File: src/sv/assert_macros.svh
// Assertion helpers shared by the RTL. Every check is clocked on clk_i and
// is held off while rst_ni is low.
`ifndef ASSERT_MACROS_SVH
`define ASSERT_MACROS_SVH

`ifndef SYNTH
// Check that a property holds at every rising edge of clk_i.
`define ASSERT_PROP(lbl, prop) \
  lbl: assert property (@(posedge clk_i) disable iff (!rst_ni) (prop)) \
    else $error("assertion failed");
// Check that a condition is never true at a rising edge of clk_i.
`define ASSERT_NEVER(lbl, cond) \
  lbl: assert property (@(posedge clk_i) disable iff (!rst_ni) !(cond)) \
    else $error("forbidden condition seen");
`else
`define ASSERT_PROP(lbl, prop)
`define ASSERT_NEVER(lbl, cond)
`endif

`endif

File: src/sv/cmc_pkg.sv
`default_nettype none

package cmc_pkg;

  // Field widths
  localparam int unsigned PIX_W   = 8;
  localparam int unsigned CFG_W   = 8;
  localparam int unsigned CFG_IDX_W = 2;
  localparam int unsigned CEN_W   = 10;
  localparam int unsigned SUM_W   = 30;
  localparam int unsigned CNT_W   = 21;
  localparam int unsigned STEP_W  = 5;

  // Saturation limits of the running sums and the hit count
  localparam logic [SUM_W-1:0] SUM_MAX = {SUM_W{1'b1}};
  localparam logic [CNT_W-1:0] CNT_MAX = {CNT_W{1'b1}};

  // Last step of a dividend-wide restoring division
  localparam logic [STEP_W-1:0] DIV_LAST = STEP_W'(SUM_W - 1);

  // Register indexes of the configuration port
  localparam logic [CFG_IDX_W-1:0] REG_REF_HUE      = 2'd0;
  localparam logic [CFG_IDX_W-1:0] REG_REF_SAT      = 2'd1;
  localparam logic [CFG_IDX_W-1:0] REG_MATCH_WINDOW = 2'd2;

  // Register values after reset
  localparam logic [CFG_W-1:0] REF_HUE_RST      = 8'd255;
  localparam logic [CFG_W-1:0] REF_SAT_RST      = 8'd100;
  localparam logic [CFG_W-1:0] MATCH_WINDOW_RST = 8'd50;

  typedef enum logic [1:0] {
    ST_RUN,
    ST_DIV_COL,
    ST_DIV_ROW,
    ST_DONE
  } state_e;

  // True when value lies strictly inside (ref - half, ref + half).
  function automatic logic in_window(input logic [PIX_W-1:0] value,
                                     input logic [PIX_W-1:0] ref_val,
                                     input logic [PIX_W-2:0] half);
    logic signed [PIX_W+1:0] v;
    logic signed [PIX_W+1:0] lo;
    logic signed [PIX_W+1:0] hi;
    v  = $signed({2'b00, value});
    lo = $signed({2'b00, ref_val}) - $signed({3'b000, half});
    hi = $signed({2'b00, ref_val}) + $signed({3'b000, half});
    return (v > lo) && (v < hi);
  endfunction

endpackage

`default_nettype wire

File: src/sv/cmc_if.sv
`default_nettype none

// Pixel channel: one HSV pixel with its raster marks per transaction.
interface cmc_pix_if;
  logic                        valid;
  logic                        ready;
  logic [cmc_pkg::PIX_W-1:0]   pix_hue;
  logic [cmc_pkg::PIX_W-1:0]   pix_sat;
  logic                        line_end;
  logic                        frame_end;

  modport source (output valid, pix_hue, pix_sat, line_end, frame_end, input ready);
  modport sink   (input valid, pix_hue, pix_sat, line_end, frame_end, output ready);
endinterface

// Result channel: mask bit per pixel, centroid on the frame's last pixel.
interface cmc_res_if;
  logic                        valid;
  logic                        ready;
  logic                        mask_bit;
  logic                        centroid_valid;
  logic [cmc_pkg::CEN_W-1:0]   centroid_col;
  logic [cmc_pkg::CEN_W-1:0]   centroid_row;
  logic [cmc_pkg::CNT_W-1:0]   match_count;

  modport source (output valid, mask_bit, centroid_valid, centroid_col, centroid_row,
                  match_count, input ready);
  modport sink   (input valid, mask_bit, centroid_valid, centroid_col, centroid_row,
                  match_count, output ready);
endinterface

`default_nettype wire

File: src/sv/color_mask_centroid.sv
// Colour-mask centroid tracker.
// pix_i carries one HSV pixel per transaction in raster order, with line_end
// and frame_end marks; res_o returns one result per pixel: the mask bit, and
// on the frame's last pixel the centroid (column and row sums divided by the
// hit count, 0 when no pixel matched) and the hit count.
// Configuration (ref_hue, ref_sat, match_window) is written through cfg_we_i /
// cfg_idx_i / cfg_data_i; the user must write it only while the block is idle,
// which the block itself does not enforce. A result is registered in the cycle
// after its pixel is taken; a frame-end pixel's result once ST_DONE finds the
// output register free. Throughput: one pixel per cycle inside a frame while
// the output register drains. A frame-end pixel runs a shared one-bit-per-cycle
// restoring divider twice (column, then row), 30 steps each, then loads the
// result in ST_DONE; only then is the next pixel taken.
// Stalls: the output register drains while a new pixel is taken; when
// res_o.ready stays low and the register is full, pix_i.ready drops.
// Reset: position, sums and count clear, registers return to
// ref_hue=255, ref_sat=100, match_window=50, output register empties.
`default_nettype none

`include "assert_macros.svh"

module color_mask_centroid #(
  parameter int unsigned MAX_COLS = 1024,
  parameter int unsigned MAX_ROWS = 1024
) (
  input  wire logic                           clk_i,
  input  wire logic                           rst_ni,
  input  wire logic                           cfg_we_i,
  input  wire logic [cmc_pkg::CFG_IDX_W-1:0]  cfg_idx_i,
  input  wire logic [cmc_pkg::CFG_W-1:0]      cfg_data_i,
  cmc_pix_if.sink                             pix_i,
  cmc_res_if.source                           res_o
);

  localparam int unsigned CW = $clog2(MAX_COLS);
  localparam int unsigned RW = $clog2(MAX_ROWS);
  localparam logic [CW-1:0] COL_LAST = CW'(MAX_COLS - 1);
  localparam logic [RW-1:0] ROW_LAST = RW'(MAX_ROWS - 1);

  // Configuration registers
  logic [cmc_pkg::CFG_W-1:0] ref_hue_q, ref_sat_q, match_window_q;

  always_ff @(posedge clk_i or negedge rst_ni) begin
    if (!rst_ni) begin
      ref_hue_q      <= cmc_pkg::REF_HUE_RST;
      ref_sat_q      <= cmc_pkg::REF_SAT_RST;
      match_window_q <= cmc_pkg::MATCH_WINDOW_RST;
    end else if (cfg_we_i) begin
      case (cfg_idx_i)
        cmc_pkg::REG_REF_HUE:      ref_hue_q      <= cfg_data_i;
        cmc_pkg::REG_REF_SAT:      ref_sat_q      <= cfg_data_i;
        cmc_pkg::REG_MATCH_WINDOW: match_window_q <= cfg_data_i;
        default: ;
      endcase
    end
  end

  cmc_pkg::state_e state_q, state_d;
  logic [CW-1:0]                   col_pos_q, col_pos_d;
  logic [RW-1:0]                   row_pos_q, row_pos_d;
  logic [cmc_pkg::SUM_W-1:0]       col_sum_q, col_sum_d;
  logic [cmc_pkg::SUM_W-1:0]       row_sum_q, row_sum_d;
  logic [cmc_pkg::CNT_W-1:0]       hit_count_q, hit_count_d;
  logic [cmc_pkg::CNT_W-1:0]       rem_q, rem_d;
  logic [cmc_pkg::SUM_W-1:0]       dvd_q, dvd_d;
  logic [cmc_pkg::STEP_W-1:0]      step_q, step_d;
  logic [cmc_pkg::CEN_W-1:0]       cx_q, cx_d;
  logic [cmc_pkg::CEN_W-1:0]       cy_q, cy_d;
  logic                            pend_mask_q, pend_mask_d;

  logic                            ovalid_q, ovalid_d;
  logic                            omask_q, omask_d;
  logic                            ocval_q, ocval_d;
  logic [cmc_pkg::CEN_W-1:0]       ocol_q, ocol_d;
  logic [cmc_pkg::CEN_W-1:0]       orow_q, orow_d;
  logic [cmc_pkg::CNT_W-1:0]       ocnt_q, ocnt_d;

  logic out_free;
  logic in_acc;
  logic hit;
  logic [cmc_pkg::SUM_W:0]   col_add, row_add;
  logic [cmc_pkg::CNT_W:0]   rem_sh;
  logic [cmc_pkg::CNT_W+1:0] diff;
  logic                      take;
  logic [cmc_pkg::CNT_W-1:0] rem_nxt;
  logic                      cnt_zero;

  assign out_free    = !ovalid_q || res_o.ready;
  assign pix_i.ready = (state_q == cmc_pkg::ST_RUN) && out_free;
  assign in_acc      = pix_i.valid && pix_i.ready;

  // Window test on hue and saturation
  assign hit = cmc_pkg::in_window(pix_i.pix_hue, ref_hue_q, match_window_q[7:1]) &&
               cmc_pkg::in_window(pix_i.pix_sat, ref_sat_q, match_window_q[7:1]);

  // Saturating accumulate of the masked position
  assign col_add = {1'b0, col_sum_q} + (cmc_pkg::SUM_W + 1)'(col_pos_q);
  assign row_add = {1'b0, row_sum_q} + (cmc_pkg::SUM_W + 1)'(row_pos_q);

  // Shared restoring divider step: one quotient bit per cycle
  assign rem_sh   = {rem_q, dvd_q[cmc_pkg::SUM_W-1]};
  assign diff     = {1'b0, rem_sh} - {2'b00, hit_count_q};
  assign take     = !diff[cmc_pkg::CNT_W+1];
  assign rem_nxt  = take ? diff[cmc_pkg::CNT_W-1:0] : rem_sh[cmc_pkg::CNT_W-1:0];
  assign cnt_zero = (hit_count_q == '0);

  // Sequencer: next state, accumulators, divider and output register
  always_comb begin
    state_d     = state_q;
    col_pos_d   = col_pos_q;
    row_pos_d   = row_pos_q;
    col_sum_d   = col_sum_q;
    row_sum_d   = row_sum_q;
    hit_count_d = hit_count_q;
    rem_d       = rem_q;
    dvd_d       = dvd_q;
    step_d      = step_q;
    cx_d        = cx_q;
    cy_d        = cy_q;
    pend_mask_d = pend_mask_q;
    omask_d     = omask_q;
    ocval_d     = ocval_q;
    ocol_d      = ocol_q;
    orow_d      = orow_q;
    ocnt_d      = ocnt_q;
    ovalid_d    = res_o.ready ? 1'b0 : ovalid_q;

    case (state_q)
      cmc_pkg::ST_RUN: begin
        if (in_acc) begin
          if (hit) begin
            col_sum_d   = col_add[cmc_pkg::SUM_W] ? cmc_pkg::SUM_MAX
                                                  : col_add[cmc_pkg::SUM_W-1:0];
            row_sum_d   = row_add[cmc_pkg::SUM_W] ? cmc_pkg::SUM_MAX
                                                  : row_add[cmc_pkg::SUM_W-1:0];
            hit_count_d = (hit_count_q == cmc_pkg::CNT_MAX) ? hit_count_q
                                                            : hit_count_q + 1'b1;
          end
          if (pix_i.frame_end) begin
            // hold the mask bit and start dividing the column sum
            pend_mask_d = hit;
            dvd_d       = col_sum_d;
            rem_d       = '0;
            step_d      = '0;
            state_d     = cmc_pkg::ST_DIV_COL;
          end else begin
            ovalid_d = 1'b1;
            omask_d  = hit;
            ocval_d  = 1'b0;
            ocol_d   = '0;
            orow_d   = '0;
            ocnt_d   = '0;
            if (pix_i.line_end) begin
              col_pos_d = '0;
              if (row_pos_q != ROW_LAST) begin
                row_pos_d = row_pos_q + 1'b1;
              end
            end else if (col_pos_q != COL_LAST) begin
              col_pos_d = col_pos_q + 1'b1;
            end
          end
        end
      end

      cmc_pkg::ST_DIV_COL: begin
        rem_d = rem_nxt;
        dvd_d = {dvd_q[cmc_pkg::SUM_W-2:0], take};
        if (step_q == cmc_pkg::DIV_LAST) begin
          cx_d    = {dvd_q[cmc_pkg::CEN_W-2:0], take};
          dvd_d   = row_sum_q;
          rem_d   = '0;
          step_d  = '0;
          state_d = cmc_pkg::ST_DIV_ROW;
        end else begin
          step_d = step_q + 1'b1;
        end
      end

      cmc_pkg::ST_DIV_ROW: begin
        rem_d = rem_nxt;
        dvd_d = {dvd_q[cmc_pkg::SUM_W-2:0], take};
        if (step_q == cmc_pkg::DIV_LAST) begin
          cy_d    = {dvd_q[cmc_pkg::CEN_W-2:0], take};
          state_d = cmc_pkg::ST_DONE;
        end else begin
          step_d = step_q + 1'b1;
        end
      end

      cmc_pkg::ST_DONE: begin
        if (out_free) begin
          // report the centroid and clear the frame state
          ovalid_d    = 1'b1;
          omask_d     = pend_mask_q;
          ocval_d     = 1'b1;
          ocol_d      = cnt_zero ? '0 : cx_q;
          orow_d      = cnt_zero ? '0 : cy_q;
          ocnt_d      = hit_count_q;
          col_sum_d   = '0;
          row_sum_d   = '0;
          hit_count_d = '0;
          col_pos_d   = '0;
          row_pos_d   = '0;
          state_d     = cmc_pkg::ST_RUN;
        end
      end

      default: state_d = cmc_pkg::ST_RUN;
    endcase
  end

  // Control state
  always_ff @(posedge clk_i or negedge rst_ni) begin
    if (!rst_ni) begin
      state_q     <= cmc_pkg::ST_RUN;
      col_pos_q   <= '0;
      row_pos_q   <= '0;
      col_sum_q   <= '0;
      row_sum_q   <= '0;
      hit_count_q <= '0;
      step_q      <= '0;
      ovalid_q    <= 1'b0;
    end else begin
      state_q     <= state_d;
      col_pos_q   <= col_pos_d;
      row_pos_q   <= row_pos_d;
      col_sum_q   <= col_sum_d;
      row_sum_q   <= row_sum_d;
      hit_count_q <= hit_count_d;
      step_q      <= step_d;
      ovalid_q    <= ovalid_d;
    end
  end

  // Payload: divider datapath and output fields
  always_ff @(posedge clk_i) begin
    rem_q       <= rem_d;
    dvd_q       <= dvd_d;
    cx_q        <= cx_d;
    cy_q        <= cy_d;
    pend_mask_q <= pend_mask_d;
    omask_q     <= omask_d;
    ocval_q     <= ocval_d;
    ocol_q      <= ocol_d;
    orow_q      <= orow_d;
    ocnt_q      <= ocnt_d;
  end

  assign res_o.valid          = ovalid_q;
  assign res_o.mask_bit       = omask_q;
  assign res_o.centroid_valid = ocval_q;
  assign res_o.centroid_col   = ocol_q;
  assign res_o.centroid_row   = orow_q;
  assign res_o.match_count    = ocnt_q;

  `ASSERT_NEVER(a_busy_not_ready, (state_q != cmc_pkg::ST_RUN) && pix_i.ready)
  `ASSERT_PROP(a_eof_starts_div,
    (in_acc && pix_i.frame_end) |=> (state_q == cmc_pkg::ST_DIV_COL))
  `ASSERT_NEVER(a_step_bound, (step_q > cmc_pkg::DIV_LAST))
  `ASSERT_PROP(a_done_clears,
    ((state_q == cmc_pkg::ST_DONE) && out_free) |=>
      ((hit_count_q == '0) && (col_pos_q == '0) && (row_pos_q == '0) &&
       ovalid_q && ocval_q))

endmodule

`default_nettype wire
File: src/flat_wrapper.sv
// flat-port wrapper written by rule: the top's interface ports become plain ports
module color_mask_centroid_flat 
#(
  parameter int unsigned MAX_COLS = 1024,
  parameter int unsigned MAX_ROWS = 1024
)
  (clk_i, rst_ni, cfg_we_i, cfg_idx_i, cfg_data_i, pix_i_valid, pix_i_pix_hue, pix_i_pix_sat, pix_i_line_end, pix_i_frame_end, pix_i_ready, res_o_valid, res_o_mask_bit, res_o_centroid_valid, res_o_centroid_col, res_o_centroid_row, res_o_match_count, res_o_ready);
  cmc_pix_if pix_i_i ();
  cmc_res_if res_o_i ();
  input  wire logic clk_i;
  input  wire logic rst_ni;
  input  wire logic cfg_we_i;
  input  wire logic [cmc_pkg::CFG_IDX_W-1:0] cfg_idx_i;
  input  wire logic [cmc_pkg::CFG_W-1:0] cfg_data_i;
  input wire logic [$bits(pix_i_i.valid)-1:0] pix_i_valid;
  input wire logic [$bits(pix_i_i.pix_hue)-1:0] pix_i_pix_hue;
  input wire logic [$bits(pix_i_i.pix_sat)-1:0] pix_i_pix_sat;
  input wire logic [$bits(pix_i_i.line_end)-1:0] pix_i_line_end;
  input wire logic [$bits(pix_i_i.frame_end)-1:0] pix_i_frame_end;
  output wire logic [$bits(pix_i_i.ready)-1:0] pix_i_ready;
  output wire logic [$bits(res_o_i.valid)-1:0] res_o_valid;
  output wire logic [$bits(res_o_i.mask_bit)-1:0] res_o_mask_bit;
  output wire logic [$bits(res_o_i.centroid_valid)-1:0] res_o_centroid_valid;
  output wire logic [$bits(res_o_i.centroid_col)-1:0] res_o_centroid_col;
  output wire logic [$bits(res_o_i.centroid_row)-1:0] res_o_centroid_row;
  output wire logic [$bits(res_o_i.match_count)-1:0] res_o_match_count;
  input wire logic [$bits(res_o_i.ready)-1:0] res_o_ready;
  assign pix_i_i.valid = pix_i_valid;
  assign pix_i_i.pix_hue = pix_i_pix_hue;
  assign pix_i_i.pix_sat = pix_i_pix_sat;
  assign pix_i_i.line_end = pix_i_line_end;
  assign pix_i_i.frame_end = pix_i_frame_end;
  assign pix_i_ready = pix_i_i.ready;
  assign res_o_valid = res_o_i.valid;
  assign res_o_mask_bit = res_o_i.mask_bit;
  assign res_o_centroid_valid = res_o_i.centroid_valid;
  assign res_o_centroid_col = res_o_i.centroid_col;
  assign res_o_centroid_row = res_o_i.centroid_row;
  assign res_o_match_count = res_o_i.match_count;
  assign res_o_i.ready = res_o_ready;
  color_mask_centroid #(.MAX_COLS(MAX_COLS), .MAX_ROWS(MAX_ROWS)) u_core (.clk_i(clk_i), .rst_ni(rst_ni), .cfg_we_i(cfg_we_i), .cfg_idx_i(cfg_idx_i), .cfg_data_i(cfg_data_i), .pix_i(pix_i_i), .res_o(res_o_i));
endmodule
File: config.mk
export PLATFORM = sky130hd
export DESIGN_NAME = color_mask_centroid_flat
export DESIGN_NICKNAME = d
export VERILOG_FILES = /design/src/sv/cmc_pkg.sv /design/src/sv/cmc_if.sv /design/src/sv/color_mask_centroid.sv /design/src/flat_wrapper.sv
export VERILOG_INCLUDE_DIRS = /design/src /design/src/sv
export SDC_FILE = /design/constraint.sdc
export NUM_CORES = 1
export LEC_CHECK = 0
export ABC_AREA = 1
export BUFFER_PORTS_ARGS = -buffer_cell sky130_fd_sc_hd__buf_2
export CAP_MARGIN = 10
export CORE_UTILIZATION = 30
export CTS_CLUSTER_DIAMETER = 80
export DETAILED_ROUTE_END_ITERATION = 6
export PLACE_DENSITY = 0.42
export SYNTH_ARGS = -nofsm -noshare
export SYNTH_HDL_FRONTEND = slang
export SYNTH_SLANG_ARGS = --single-unit
File: constraint.sdc
create_clock -name clk_i -period 9.3 [get_ports clk_i]
set_input_delay 0.465 -clock clk_i [delete_from_list [all_inputs] [get_ports clk_i]]
set_output_delay 0.465 -clock clk_i [all_outputs]
set_load 0.02 [all_outputs]
**Yosys cells after proc, flatten, opt, wreduce, memory -nomap -nowiden**

Index checks and enable logic that the tools add are counted.

- Add/sub/neg operators: 11
- Multipliers: 0
- Div/mod/pow operators: 0
- Magnitude comparators: 4
- Eq/ne operators: 21
- Shift operators: 0
- Multiplexer cells: 70
- Bitwise operators: 0
- Reduce and logical (&&, ||, !) cells: 28

Operators by type and width:

| operator | number |
|---|---|
| 30-bit two-way mux | 10 |
| 21-bit two-way mux | 11 |
| 10-bit two-way mux | 15 |
| 30-bit case mux with 2 select lines | 2 |
| 30-bit case mux with 3 select lines | 1 |
| 21-bit case mux with 2 select lines | 2 |
| 10-bit case mux with 2 select lines | 4 |
| 21-bit case mux with 3 select lines | 1 |
| 30-bit by 10-bit adder with 31-bit output | 2 |
| 22-bit by 21-bit subtractor with 23-bit output | 1 |
| 21-bit by 1-bit adder with 21-bit output (second input constant) | 1 |
| 21-bit == test (second input constant) | 1 |
| 21-bit zero test | 1 |
| 10-bit by 1-bit adder with 10-bit output (second input constant) | 2 |
| 9-bit by 10-bit greater-than comparator with 1-bit output | 2 |
| 9-bit by 10-bit < comparator with 1-bit output | 2 |
| 5-bit two-way mux | 4 |
| 10-bit inequality test (second input constant) | 2 |
| 8-bit by 7-bit adder with 9-bit output | 2 |
| 8-bit by 7-bit subtractor with 9-bit output | 2 |
| 5-bit case mux with 3 select lines | 1 |
| 5-bit AND reduction | 3 |
| 2-bit inequality test (second input constant) | 6 |
| 4-bit AND reduction | 3 |
| other kinds (19) | 53 |

- Register bits after elaboration: 248
- Bits in latches: 0
- RAM bits: 0
- Bits in read-only memories: 0
- Output and inout port bits: 45
- Memories kept: 0

**Logic depth before layout (Yosys ltp)**

Gate-level depths: netlist of run 1.

- Word-level depth: 8
- Mapped depth: 27
- Gate-level depth less buffers: 25

**Worst setup path after synthesis of run 1**

No wires, ideal clock.

- Path kind: flip-flop to flip-flop
- Start: register u_core.state_q[0]
- End: register u_core.dvd_q[0] in the netlist's numbering (enable)
- Arrival time: 3.480 ns
- Required time: 8.840 ns
- Slack: 5.360 ns
- Cell stages (with the launch flop): 10
- Path buffers: 1
- Period minus slack after synthesis: 3.940 ns
- Cell sequence: dfrtp_1 inv_1 ha_1 buf_4 inv_2 nor2_4 nand2_2 nor2_1 nor2_1 nor2_1

- Cells in the longest elaborated chain, start to end: 5
- Elaborated cells on any way between the ends: 9

RTL lines:

| item | line | RTL |
|---|---|---|
| from (decl) | color_mask_centroid.sv:58 | `cmc_pkg::state_e state_q, state_d;` |
| from (signal assigned) | color_mask_centroid.sv:215 | `state_q <= cmc_pkg::ST_RUN;` |
| from (signal assigned) | color_mask_centroid.sv:224 | `state_q <= state_d;` |
| 2-bit zero test | color_mask_centroid.sv:89 | `assign pix_i.ready = (state_q == cmc_pkg::ST_RUN) && out_free;` |
| 1-bit logical AND | color_mask_centroid.sv:89 |  |
| net pix_i_ready | flat_wrapper.sv:20 | `output wire logic [$bits(pix_i_i.ready)-1:0] pix_i_ready;` |
| 1-bit logical AND | color_mask_centroid.sv:90 | `assign in_acc = pix_i.valid && pix_i.ready;` |
| 2-bit by 1-bit inequality test with 1-bit output (no line) | -- |  |
| 3-bit AND reduction (no line) | -- |  |
| to (signal assigned) | color_mask_centroid.sv:238 | `dvd_q <= dvd_d;` |
| to (decl) | color_mask_centroid.sv:65 | `logic [cmc_pkg::SUM_W-1:0] dvd_q, dvd_d;` |

The timed path passes the listed nets, and every way through them passes these cells.
A chain may end at the register's enable or synchronous reset.

**Worst setup path after layout of run 1**

- Start: register u_core.match_window_q[2] in the netlist's numbering
- End: register u_core.row_sum_q[7] in the netlist's numbering

- Cells in the longest elaborated chain, start to end: 6
- Elaborated cells on any way between the ends: 13

RTL lines:

| item | line | RTL |
|---|---|---|
| from (decl) | color_mask_centroid.sv:41 | `logic [cmc_pkg::CFG_W-1:0] ref_hue_q, ref_sat_q, match_window_q;` |
| from (signal assigned) | color_mask_centroid.sv:47 | `match_window_q <= cmc_pkg::MATCH_WINDOW_RST;` |
| from (signal assigned) | color_mask_centroid.sv:52 | `cmc_pkg::REG_MATCH_WINDOW: match_window_q <= cfg_data_i;` |
| 8-bit by 7-bit subtractor with 9-bit output or 8-bit by 7-bit adder with 9-bit output (tied branches) | cmc_pkg.sv:46, cmc_pkg.sv:47 |  |
| 9-bit by 10-bit greater-than comparator with 1-bit output or 9-bit by 10-bit < comparator with 1-bit output (tied branches) | cmc_pkg.sv:48 | `return (v > lo) && (v < hi);` |
| 1-bit logical AND | cmc_pkg.sv:48 |  |
| 1-bit logical AND * | color_mask_centroid.sv:93 | `assign hit = cmc_pkg::in_window(pix_i.pix_hue, ref_hue_q, match_window_q[7:1]) &&` |
| 2-bit by 1-bit inequality test with 1-bit output (no line) * | -- |  |
| 4-bit AND reduction (no line) * | -- |  |
| to (signal assigned) | color_mask_centroid.sv:228 | `row_sum_q <= row_sum_d;` |
| to (decl) | color_mask_centroid.sv:62 | `logic [cmc_pkg::SUM_W-1:0] row_sum_q, row_sum_d;` |

Mark *: on every way between the ends. The rest lies on a longest branch, timed or not.

==> results of run 1 <==
==> stage by stage <==
step	instances	hold slack, ps	instance area, um2	util [%]	setup WS, ps
floorplan	2255	169	17000	-	5360
global placement	3022	457	18100	32.6	4920
detailed placement	3022	472	18100	32.6	4770
CTS	3087	160	19200	34.6	4760
global route	3087	190	19200	34.6	4210
finish	3087	180	19200	34.6	4840
==> layer usage <==
| layer | GRT usage (%) | vias to the layer above | part of all wire, % |
|---|---|---|---|
| met3 | 2.64 | 54 | 3.8 |
| met4 | 4.27 | 0 | 1.8 |
| li1 | - | 7520 | - |
| met5 | 0 | - | 0 |
| met1 | 24.2 | 6810 | 50 |
| met2 | 27.9 | 240 | 44 |
==> power groups by stage <==
stage | sequential, mW | combinational (mW) | clock (mW)
after global routing | 1.78 | 3.02 | 1.40
after CTS | 1.75 | 2.70 | 1.36
after global placement | 1.76 | 2.67 | 0
final | 1.74 | 2.66 | 1.31
after floorplan | 1.84 | 1.84 | 0
after detailed placement | 1.76 | 2.69 | 0
==> worst max-delay path: stages, from the launching register on <==
cell and delay (ps):
sky130_fd_sc_hd__dfrtp_1 420, sky130_fd_sc_hd__inv_1 300, sky130_fd_sc_hd__ha_1 310, sky130_fd_sc_hd__nor2_1 100
sky130_fd_sc_hd__nand2_1 50, sky130_fd_sc_hd__nand2_1 100, sky130_fd_sc_hd__a21oi_1 70, sky130_fd_sc_hd__o21ai_0 250
sky130_fd_sc_hd__nand2_1 120, sky130_fd_sc_hd__nand2_1 70, sky130_fd_sc_hd__a21oi_1 70, sky130_fd_sc_hd__xor2_1 150
sky130_fd_sc_hd__ha_1 300, sky130_fd_sc_hd__nand2_1 60, sky130_fd_sc_hd__inv_1 70, sky130_fd_sc_hd__nand4_1 90
sky130_fd_sc_hd__nor2_1 130, sky130_fd_sc_hd__nor2_2 60, sky130_fd_sc_hd__nand3_2 60, sky130_fd_sc_hd__buf_4 400
sky130_fd_sc_hd__nand2_4 330, sky130_fd_sc_hd__nand2_2 600, sky130_fd_sc_hd__nand2_1 100, sky130_fd_sc_hd__o21ai_1 110
==> state kept, by name, indices dropped and copies added, names as in the netlist, 2 cells and up <==
signal,flops
u_core.ref_sat_q,8
u_core.res_o.centroid_col,10
u_core.match_window_q,7
u_core.dvd_q,30
u_core.row_sum_q,30
u_core.cx_q,10
u_core.row_pos_q,10
u_core.ref_hue_q,8
u_core.col_sum_q,30
u_core.step_q,5
u_core.hit_count_q,21
u_core.res_o.match_count,21
u_core.state_q,2
u_core.rem_q,21
u_core.col_pos_q,10
u_core.res_o.centroid_row,10
u_core.cy_q,10
==> layout by cell type, fill, tap and decap left out, types with 6 or more instances in the layout <==
master,synthesis,routed
sky130_fd_sc_hd__buf_4,8,11
sky130_fd_sc_hd__or2_2,6,6
sky130_fd_sc_hd__edfxtp_1,115,115
sky130_fd_sc_hd__nand3b_1,11,11
sky130_fd_sc_hd__xnor2_1,16,16
sky130_fd_sc_hd__ha_1,109,108
sky130_fd_sc_hd__xor2_1,65,65
sky130_fd_sc_hd__nand4_1,63,63
sky130_fd_sc_hd__clkinv_1,2,6
sky130_fd_sc_hd__nor2_1,198,197
sky130_fd_sc_hd__nand3_1,133,133
sky130_fd_sc_hd__a31oi_1,8,8
sky130_fd_sc_hd__clkbuf_16,0,36
sky130_fd_sc_hd__nand2_2,6,6
sky130_fd_sc_hd__dfstp_2,14,14
sky130_fd_sc_hd__o21ai_1,32,32
sky130_fd_sc_hd__a22oi_1,29,29
sky130_fd_sc_hd__dfrtp_1,118,118
sky130_fd_sc_hd__fa_1,7,7
sky130_fd_sc_hd__inv_1,286,286
sky130_fd_sc_hd__a21oi_1,108,107
sky130_fd_sc_hd__clkinv_2,0,6
sky130_fd_sc_hd__o21ai_0,106,106
sky130_fd_sc_hd__buf_2,20,76
sky130_fd_sc_hd__nor4_1,10,10
sky130_fd_sc_hd__nor3_1,41,41
sky130_fd_sc_hd__nand2_1,656,656
==> layout make-up <==
cell class / count / area, um2
Sequential cell: 247 / 6770
Fill cell: 5946 / 36300
Clock inverter: 22 / 176
Multi-Input combinational cell: 1647 / 8810
Clock buffer: 42 / 943
Tap cell: 748 / 936
Timing Repair Buffer: 89 / 484
Inverter: 292 / 1100
==> worst max-delay path by stage <==
stage	to	slack, ps	startpoint
4_1_cts	u_core.row_sum_q[17]	4760	u_core.match_window_q[2]
6_report	u_core.row_sum_q[7]	4840	u_core.match_window_q[2]
2_1_floorplan	u_core.dvd_q[0]	5360	u_core.state_q[0]
5_1_grt	u_core.row_sum_q[19]	4210	u_core.match_window_q[2]
3_5_place_dp	u_core.row_sum_q[5]	4770	u_core.match_window_q[2]
3_3_place_gp	u_core.row_sum_q[17]	4920	u_core.match_window_q[2]
==> cell families (layout without fill, tap and decap cells) <==
| family | count (synthesis) | after routing | share of synthesized area [%] |
|---|---|---|---|
| buffers and inverters | 361 | 445 | 8.58 |
| adders and majority gates | 116 | 116 | 8.84 |
| xor gates and xnor gates | 81 | 81 | 4.17 |
| and+or+nand+nor | 1140 | 1140 | 28.5 |
| AOI/OAI and AO/OA | 310 | 310 | 10.1 |
| DFF | 247 | 247 | 39.8 |
==> key figures, run 1 <==
Status
  – Status: finished clean

Clocking
  – Post-cts gate resize count: 0
  – Clk_lat worst skew: about 560 ps
  – CTS max path bufs: 3
  – Clock tree from TritonCTS: done
  – Root cell of the clock tree: sky130_fd_sc_hd__clkbuf_16
  – Cts hold-fix bufs: 1
  – Total number of clock tree sinks: between 200 and 250
  – Count of buffers added by post-CTS timing repair for setup: 0
  – Clock-pin slew of the registers on the worst-case setup and hold paths: about 60 ps
  – Inserted Clock Buffers: 35
  – Number of H-tree branching levels: 2

Timing
  – Final critical delay including setup and external delays: about 4500 ps
  – Transition time at the pin with the least slew margin: 1090 ps
  – Unrepaired setup endpoints after global routing: no
  – Final Setup Violations: 0
  – Final worst-path cycle share: 48.0%
  – Worst setup skew after layout: approximately 26 ps
  – Maximum clock frequency: 0.224 GHz
  – Max-slew violation count: 0
  – Fin Setup TNS: 0 ps
  – Worst slew slack as a fraction of its limit: around 27%
  – Number of hold-slack violations in the final timing report: 0

Route
  – Average via count per standard cell: 4.74
  – Vias after detailed routing: 14624
  – DRC violation total after the first TritonRoute iteration: ~900
  – Final antenna-violating net count: 0
  – Total iterations of the first detailed-routing run: 4
  – Average wire per standard cell: ~16 um
  – Routed WL: roughly 49000 um
  – Number of design rule violations left after detail routing: 0

Pwr
  – Maximum resistive drop on vdd: 0.000140 V
  – Post-route total power: approximately 5.7 mW
  – Switching part of the total power: 46.0%
  – Cell internal pwr: 3.09 mW
  – Sw power: ~2.6 mW
  – Portion of total power attributed to the clock network: a little under a quarter
  – Areal power density over the cells: 297 nW/um2
  – Sequential group share of total power: 30.5%
  – Leak pwr: between 9 and 10 nW
  – Comb power frac: between 40% and 50%

Global route
  – Overall overflow remaining after global route: 0
  – Via count of the first global-routing pass: 14170
  – Initial antenna violation count: 0
  – Total Routing Usage GR: between 15 and 20%
  – Global-route wire length before repair: between 70000 and 80000 um
  – Pin count of the biggest net entering global routing: just over 80

Floorplan
  – Number of rows in the core area: 86
  – Die height: ~240 um
  – Width of the chip: around 240 um
  – Placeable core region: ~56000 um2
  – Top-level port count: 78
  – Initial standard-cell utilization of the core: a little under a third
  – Overall die area: about 58000 um2

Synthesis
  – Most instantiated cells after synthesis: 656 x sky130_fd_sc_hd__nand2_1, 286 x sky130_fd_sc_hd__inv_1, 198 x sky130_fd_sc_hd__nor2_1
  – Post-synthesis area per instance: roughly 7.5 um2
  – Net count of the mapped netlist: approximately 2400
  – Most common cell in the netlist: sky130_fd_sc_hd__nand2_1
  – Sequential share of the synthesized area: between 30% and 40%
  – Synth Cell Area: between 15000 and 20000 um2
  – Dominant cell type by area after synthesis: sky130_fd_sc_hd__edfxtp_1
  – Prevailing post-synth register cell: sky130_fd_sc_hd__dfrtp_1
  – Number of register bits inferred by synthesis: 247
  – Dominant cells by area after synthesis: sky130_fd_sc_hd__edfxtp_1 20%, sky130_fd_sc_hd__dfrtp_1 17%, sky130_fd_sc_hd__nand2_1 14%, sky130_fd_sc_hd__ha_1 8.0%, sky130_fd_sc_hd__inv_1 6.3%
  – Count of synthesis-stage warnings from yosys: 0
  – Share of the synthesized area in the top cell type: between 20% and 30%
  – Async set or reset register ratio after synthesis: about 53%
  – Number of different library cells in the post-synthesis netlist: 50
  – Post-Synthesis Cells: 2255
  – Number of flops mapped to enable cells by yosys: around 120

Critical path
  – CP Data Arrival Time: 4930 ps
  – Critical Path Start Type: flip-flop
  – Endpoint kind of the worst setup timing path: flip-flop
  – Start of the worst register-to-register path: u_core.match_window_q[2]
  – Worst Path Class, Setup: flip-flop to flip-flop
  – CP required: 9770 ps
  – Worst flop-to-flop path endpoint: u_core.row_sum_q[7]
  – Cells on worst reg2reg path: 23
  – Worst R2R Setup Slack: a little under 5000 ps
  – Maximum fanout along the worst path: 39

Placed design
  – HPWL reported at the end of detailed placement: between 30000 and 40000 um
  – Port-buffer cells: 77
  – Final RePlAce weighted congestion: between 0.8 and 0.9

Min path
  – Worst min-delay path category: primary input to flip-flop
  – Min-delay src: cfg_data_i[0]
  – Hold-critical path depth: 3
  – Hold-critical path endpoint: u_core.ref_hue_q[0]

Final layout
  – Synth-to-Final Area Change: 13.0%
  – Net count, final: 2461
  – Share of layout cells above drive strength 1: under 10%
  – Antenna diode count: 0

Run
  – Max-Cap Viols: 0
No activity file was read; power rests on OpenSTA's default activity.
==> run 2: changes to the inputs <==
- ABC_AREA: 1 -> 0
- PLACE_DENSITY: 0.42 -> 0.43
- clock period: 9.3 -> 3.77 ns (I/O delays scaled with it)
==> key figures, run 2 <==
Status
  – Status: finished, violations left
  – Violated checks: negative setup slack

Pwr
  – Comb power frac: 54.9% (+8.3 points)
  – Cell internal pwr: 9.60 mW (+210%)
  – Portion of total power attributed to the clock network: 19.0% (-3.9 points)
  – Maximum resistive drop on vdd: 0.000480 V (+240%)
  – Areal power density over the cells: 852 nW/um2 (+190%)
  – Sequential group share of total power: 26.2% (-4.3 points)
  – Switching part of the total power: 42.7% (-3.3 points)
  – Sw power: 7.16 mW (+170%)
  – Leak pwr: 8.04 nW (-12%)

Timing
  – Maximum clock frequency: 0.242 GHz (+8.1%)
  – Worst setup skew after layout: 31.3 ps (+4.92 ps)
  – Transition time at the pin with the least slew margin: 879 ps (-213 ps)
  – Max-slew violation count: 0 (unchanged)
  – Final worst-path setup slack: -360 ps (-5200 ps)
  – Final Setup Violations: 110 (+110)
  – Worst slew slack as a fraction of its limit: 41.4% (+14 points)
  – Unrepaired setup endpoints after global routing: yes
  – Final worst-path cycle share: 110% (+62 points)
  – Hold slack final: 84.8 ps (-95.1 ps)
  – Number of hold-slack violations in the final timing report: 0 (unchanged)
  – Final critical delay including setup and external delays: 4130 ps (-333 ps)

Floorplan
  – Die height: 232 um (-3.5%)
  – Width of the chip: 232 um (-3.5%)
  – Overall die area: 53700 um2 (-6.9%)
  – Top-level port count: 78 (unchanged)
  – Number of rows in the core area: 83 (-3.5%)
  – Initial standard-cell utilization of the core: 30.6% (about the same)
  – Placeable core region: 51700 um2 (-6.9%)

Global route
  – Total Routing Usage GR: 17.3% (-0.025 points)
  – Pin count of the biggest net entering global routing: 80 (-1.2%)
  – Overall overflow remaining after global route: 0 (unchanged)
  – Initial antenna violation count: 1 (+1)
  – Global-route wire length before repair: 73700 um (-6.5%)
  – Via count of the first global-routing pass: 13096 (-7.6%)

Final layout
  – Net count, final: 1998 (-19%)
  – Multi-input logic area: 8790 um2 (-0.27%)
  – Share of layout cells above drive strength 1: 23.1% (+15 points)
  – Commonest cells after routing, fill and taps aside: 137 x sky130_fd_sc_hd__nand2_1, 131 x sky130_fd_sc_hd__o21ai_0, 118 x sky130_fd_sc_hd__buf_4, 118 x sky130_fd_sc_hd__dfrtp_1, 115 x sky130_fd_sc_hd__edfxtp_1
  – Most common cell after layout, fill and taps aside: sky130_fd_sc_hd__nand2_1
  – Fill cell total of the finished layout: 5280 (-11%)
  – Final Core Density: 38.0% (+3.4 points)
  – Synth-to-Final Area Change: 24.3%
  – Post-route cell area: 19700 um2 (+2.3%)
  – Antenna diode count: 0 (unchanged)
  – Sequential Area: 6770 um2 (unchanged)
  – Top flop regs: u_core.col_sum_q: 30 flops, u_core.dvd_q: 30 flops, u_core.row_sum_q: 30 flops

Synthesis
  – Async set or reset register ratio after synthesis: 53.4% (unchanged)
  – Number of flops mapped to enable cells by yosys: 115 (unchanged)
  – Prevailing post-synth register cell: sky130_fd_sc_hd__dfrtp_1
  – Post-Synthesis Cells: 1667 (-26%)
  – Dominant cell type by area after synthesis: sky130_fd_sc_hd__edfxtp_1
  – Dominant cells by area after synthesis: sky130_fd_sc_hd__edfxtp_1 22%, sky130_fd_sc_hd__dfrtp_1 19%, sky130_fd_sc_hd__ha_1 8.6%, sky130_fd_sc_hd__o21ai_0 4.7%, sky130_fd_sc_hd__a21oi_1 3.6%
  – Net count of the mapped netlist: 1816 (-24%)
  – Number of different library cells in the post-synthesis netlist: 90 (+80%)
  – Count of synthesis-stage warnings from yosys: 0 (unchanged)
  – Synth Cell Area: 15800 um2 (-6.9%)
  – Most common cell in the netlist: sky130_fd_sc_hd__o21ai_0
  – Post-synthesis area per instance: 9.49 um2 (+26%)
  – Most instantiated cells after synthesis: 149 x sky130_fd_sc_hd__o21ai_0, 139 x sky130_fd_sc_hd__nand2_1, 118 x sky130_fd_sc_hd__dfrtp_1
  – Sequential share of the synthesized area: 42.8% (+3.0 points)
  – Share of the synthesized area in the top cell type: 21.8% (+1.5 points)
  – Number of register bits inferred by synthesis: 247 (unchanged)

Run
  – Max-Cap Viols: 0 (unchanged)

Critical path
  – Worst Path Class, Setup: flip-flop to flip-flop
  – Most used cell, CP: sky130_fd_sc_hd__o311ai_1
  – Critical Path Start Type: flip-flop
  – Worst path max stage delay: 580 ps (-20 ps)
  – CP Data Arrival Time: 4520 ps (-410 ps)
  – Library cell contributing the largest single delay on the critical path: sky130_fd_sc_hd__dfstp_2
  – Maximum fanout along the worst path: 20 (-49%)
  – Endpoint kind of the worst setup timing path: flip-flop
  – CP required: 4160 ps (-5610 ps)
  – Worst R2R Setup Slack: -360 ps (-5200 ps)
  – Series of cell instances along the critical path: ha_2, inv_2, fa_2, o21ba_4, o221ai_4, nor2_1, xnor2_1, ha_1, o21a_1, o2bb2ai_2, o41ai_2, o21ai_1, buf_4, nand4_4, buf_12, or3_1, o311ai_1, o311ai_1

Route
  – Average wire per standard cell: 18.0 um (+13%)
  – Routed WL: 46000 um (-6.2%)
  – Total iterations of the first detailed-routing run: 5 (+1)
  – DRC violation total after the first TritonRoute iteration: 710 (-19%)
  – Average via count per standard cell: 5.16 (+8.9%)
  – Vias after detailed routing: 13182 (-9.9%)
  – Number of design rule violations left after detail routing: 0 (unchanged)
  – Final antenna-violating net count: 0 (unchanged)

Clocking
  – Clock-pin slew of the registers on the worst-case setup and hold paths: 60 ps (about the same)
  – Root cell of the clock tree: sky130_fd_sc_hd__clkbuf_16
  – Clock tree from TritonCTS: done
  – Total number of clock tree sinks: 247 (unchanged)
  – Number of H-tree branching levels: 2 (unchanged)
  – Inserted Clock Buffers: 34 (-2.9%)
  – Clk_lat worst skew: 550 ps (about the same)
  – CTS max path bufs: 3 (unchanged)

Min path
  – Worst min-delay path category: primary input to flip-flop

Placed design
  – Port-buffer cells: 77 (unchanged)
  – Area of placed instances: 17600 um2 (-2.5%)
  – HPWL reported at the end of detailed placement: 32500 um (-10%)
  – Final RePlAce weighted congestion: 0.817 (-5.7%)
## run 2: repair_timing
item                       4_1_cts  5_1_grt
buffers inserted                34        1
setup endpoints to repair      112      113
hold endpoints to repair        87        0
gates cloned                     2        1
pin swaps                       12       10
resized for setup               69       45
hold buffers                    10        0
## run 2: power groups by stage
stage               registers (mW)  logic (mW)  clock network, mW
floorplan                     4.37        5.48                  0
global placement              4.42        8.22                  0
detailed placement            4.43        8.28                  0
CTS                           4.40        9.02               3.29
global route                  4.48        10.2               3.39
finish                        4.39        9.20               3.18
## run 2: cell type report
class	count	area share [%]
clock buffer	42	4.85
clock inverter	20	0.763
inverter	89	1.72
multi-input combinational	1247	44.7
sequential	247	34.4
tap	680	4.33
timing repair buffer	230	9.22
## run 2: worst max-delay path: cells and delay by family (launching register included)
| family | cells | cell delay, ps |
|---|---|---|
| AOI/OAI and AO/OA | 8 | 1480 |
| xor gates and xnor gates | 1 | 150 |
| adders and majority gates | 3 | 800 |
| buffers and inverters | 3 | 420 |
| DFF | 1 | 580 |
| and+or+nand+nor | 3 | 570 |
## run 2: cells by family (layout without fill, tap and decap cells)
family	after synthesis	after routing	share of synthesized area, %
xor gates and xnor gates	46	46	2.55
adders and majority gates	116	116	9.50
AOI/OAI and AO/OA	524	524	21.6
DFF	247	247	42.8
buffers and inverters	173	381	4.56
muxes	29	29	2.01
and+or+nand+nor	532	532	17.0
## run 2: routing by layer
metal  part of all wire, %  routed length (um)  global-route usage, %
met1                    47               21600                   23.4
met5                 0.028                  13                      0
met2                    47               21600                   28.2
met4                   2.1                 965                   4.67
met3                   3.9                1790                   3.32
## run 2: stage by stage
stage / setup TNS, ps / worst slack [ps] / instances / total power [mW]
after floorplan: -0.907 / -0.907 / 1667 / 9.85
after global placement: -21800 / -302 / 2445 / 12.6
after detailed placement: -28390 / -364 / 2445 / 12.7
after CTS: -16690 / -272 / 2553 / 16.7
after global routing: -42440 / -487 / 2555 / 18.1
final: -20240 / -360 / 2555 / 16.8
## run 2: path summary, 6_finish.rpt
path	start	end	depth (start not counted)
setup reg to reg	u_core.match_window_q[1]	u_core.col_sum_q[24]	18
max in group asynchronous	rst_ni	u_core.col_sum_q[19]	3
setup / recovery	u_core.match_window_q[1]	u_core.col_sum_q[24]	18
hold / removal	pix_i_valid	u_core.res_o.valid	5
min in group asynchronous	rst_ni	u_core.row_pos_q[1]	2
hold reg to reg	u_core.col_pos_q[6]	u_core.col_pos_q[6]	1
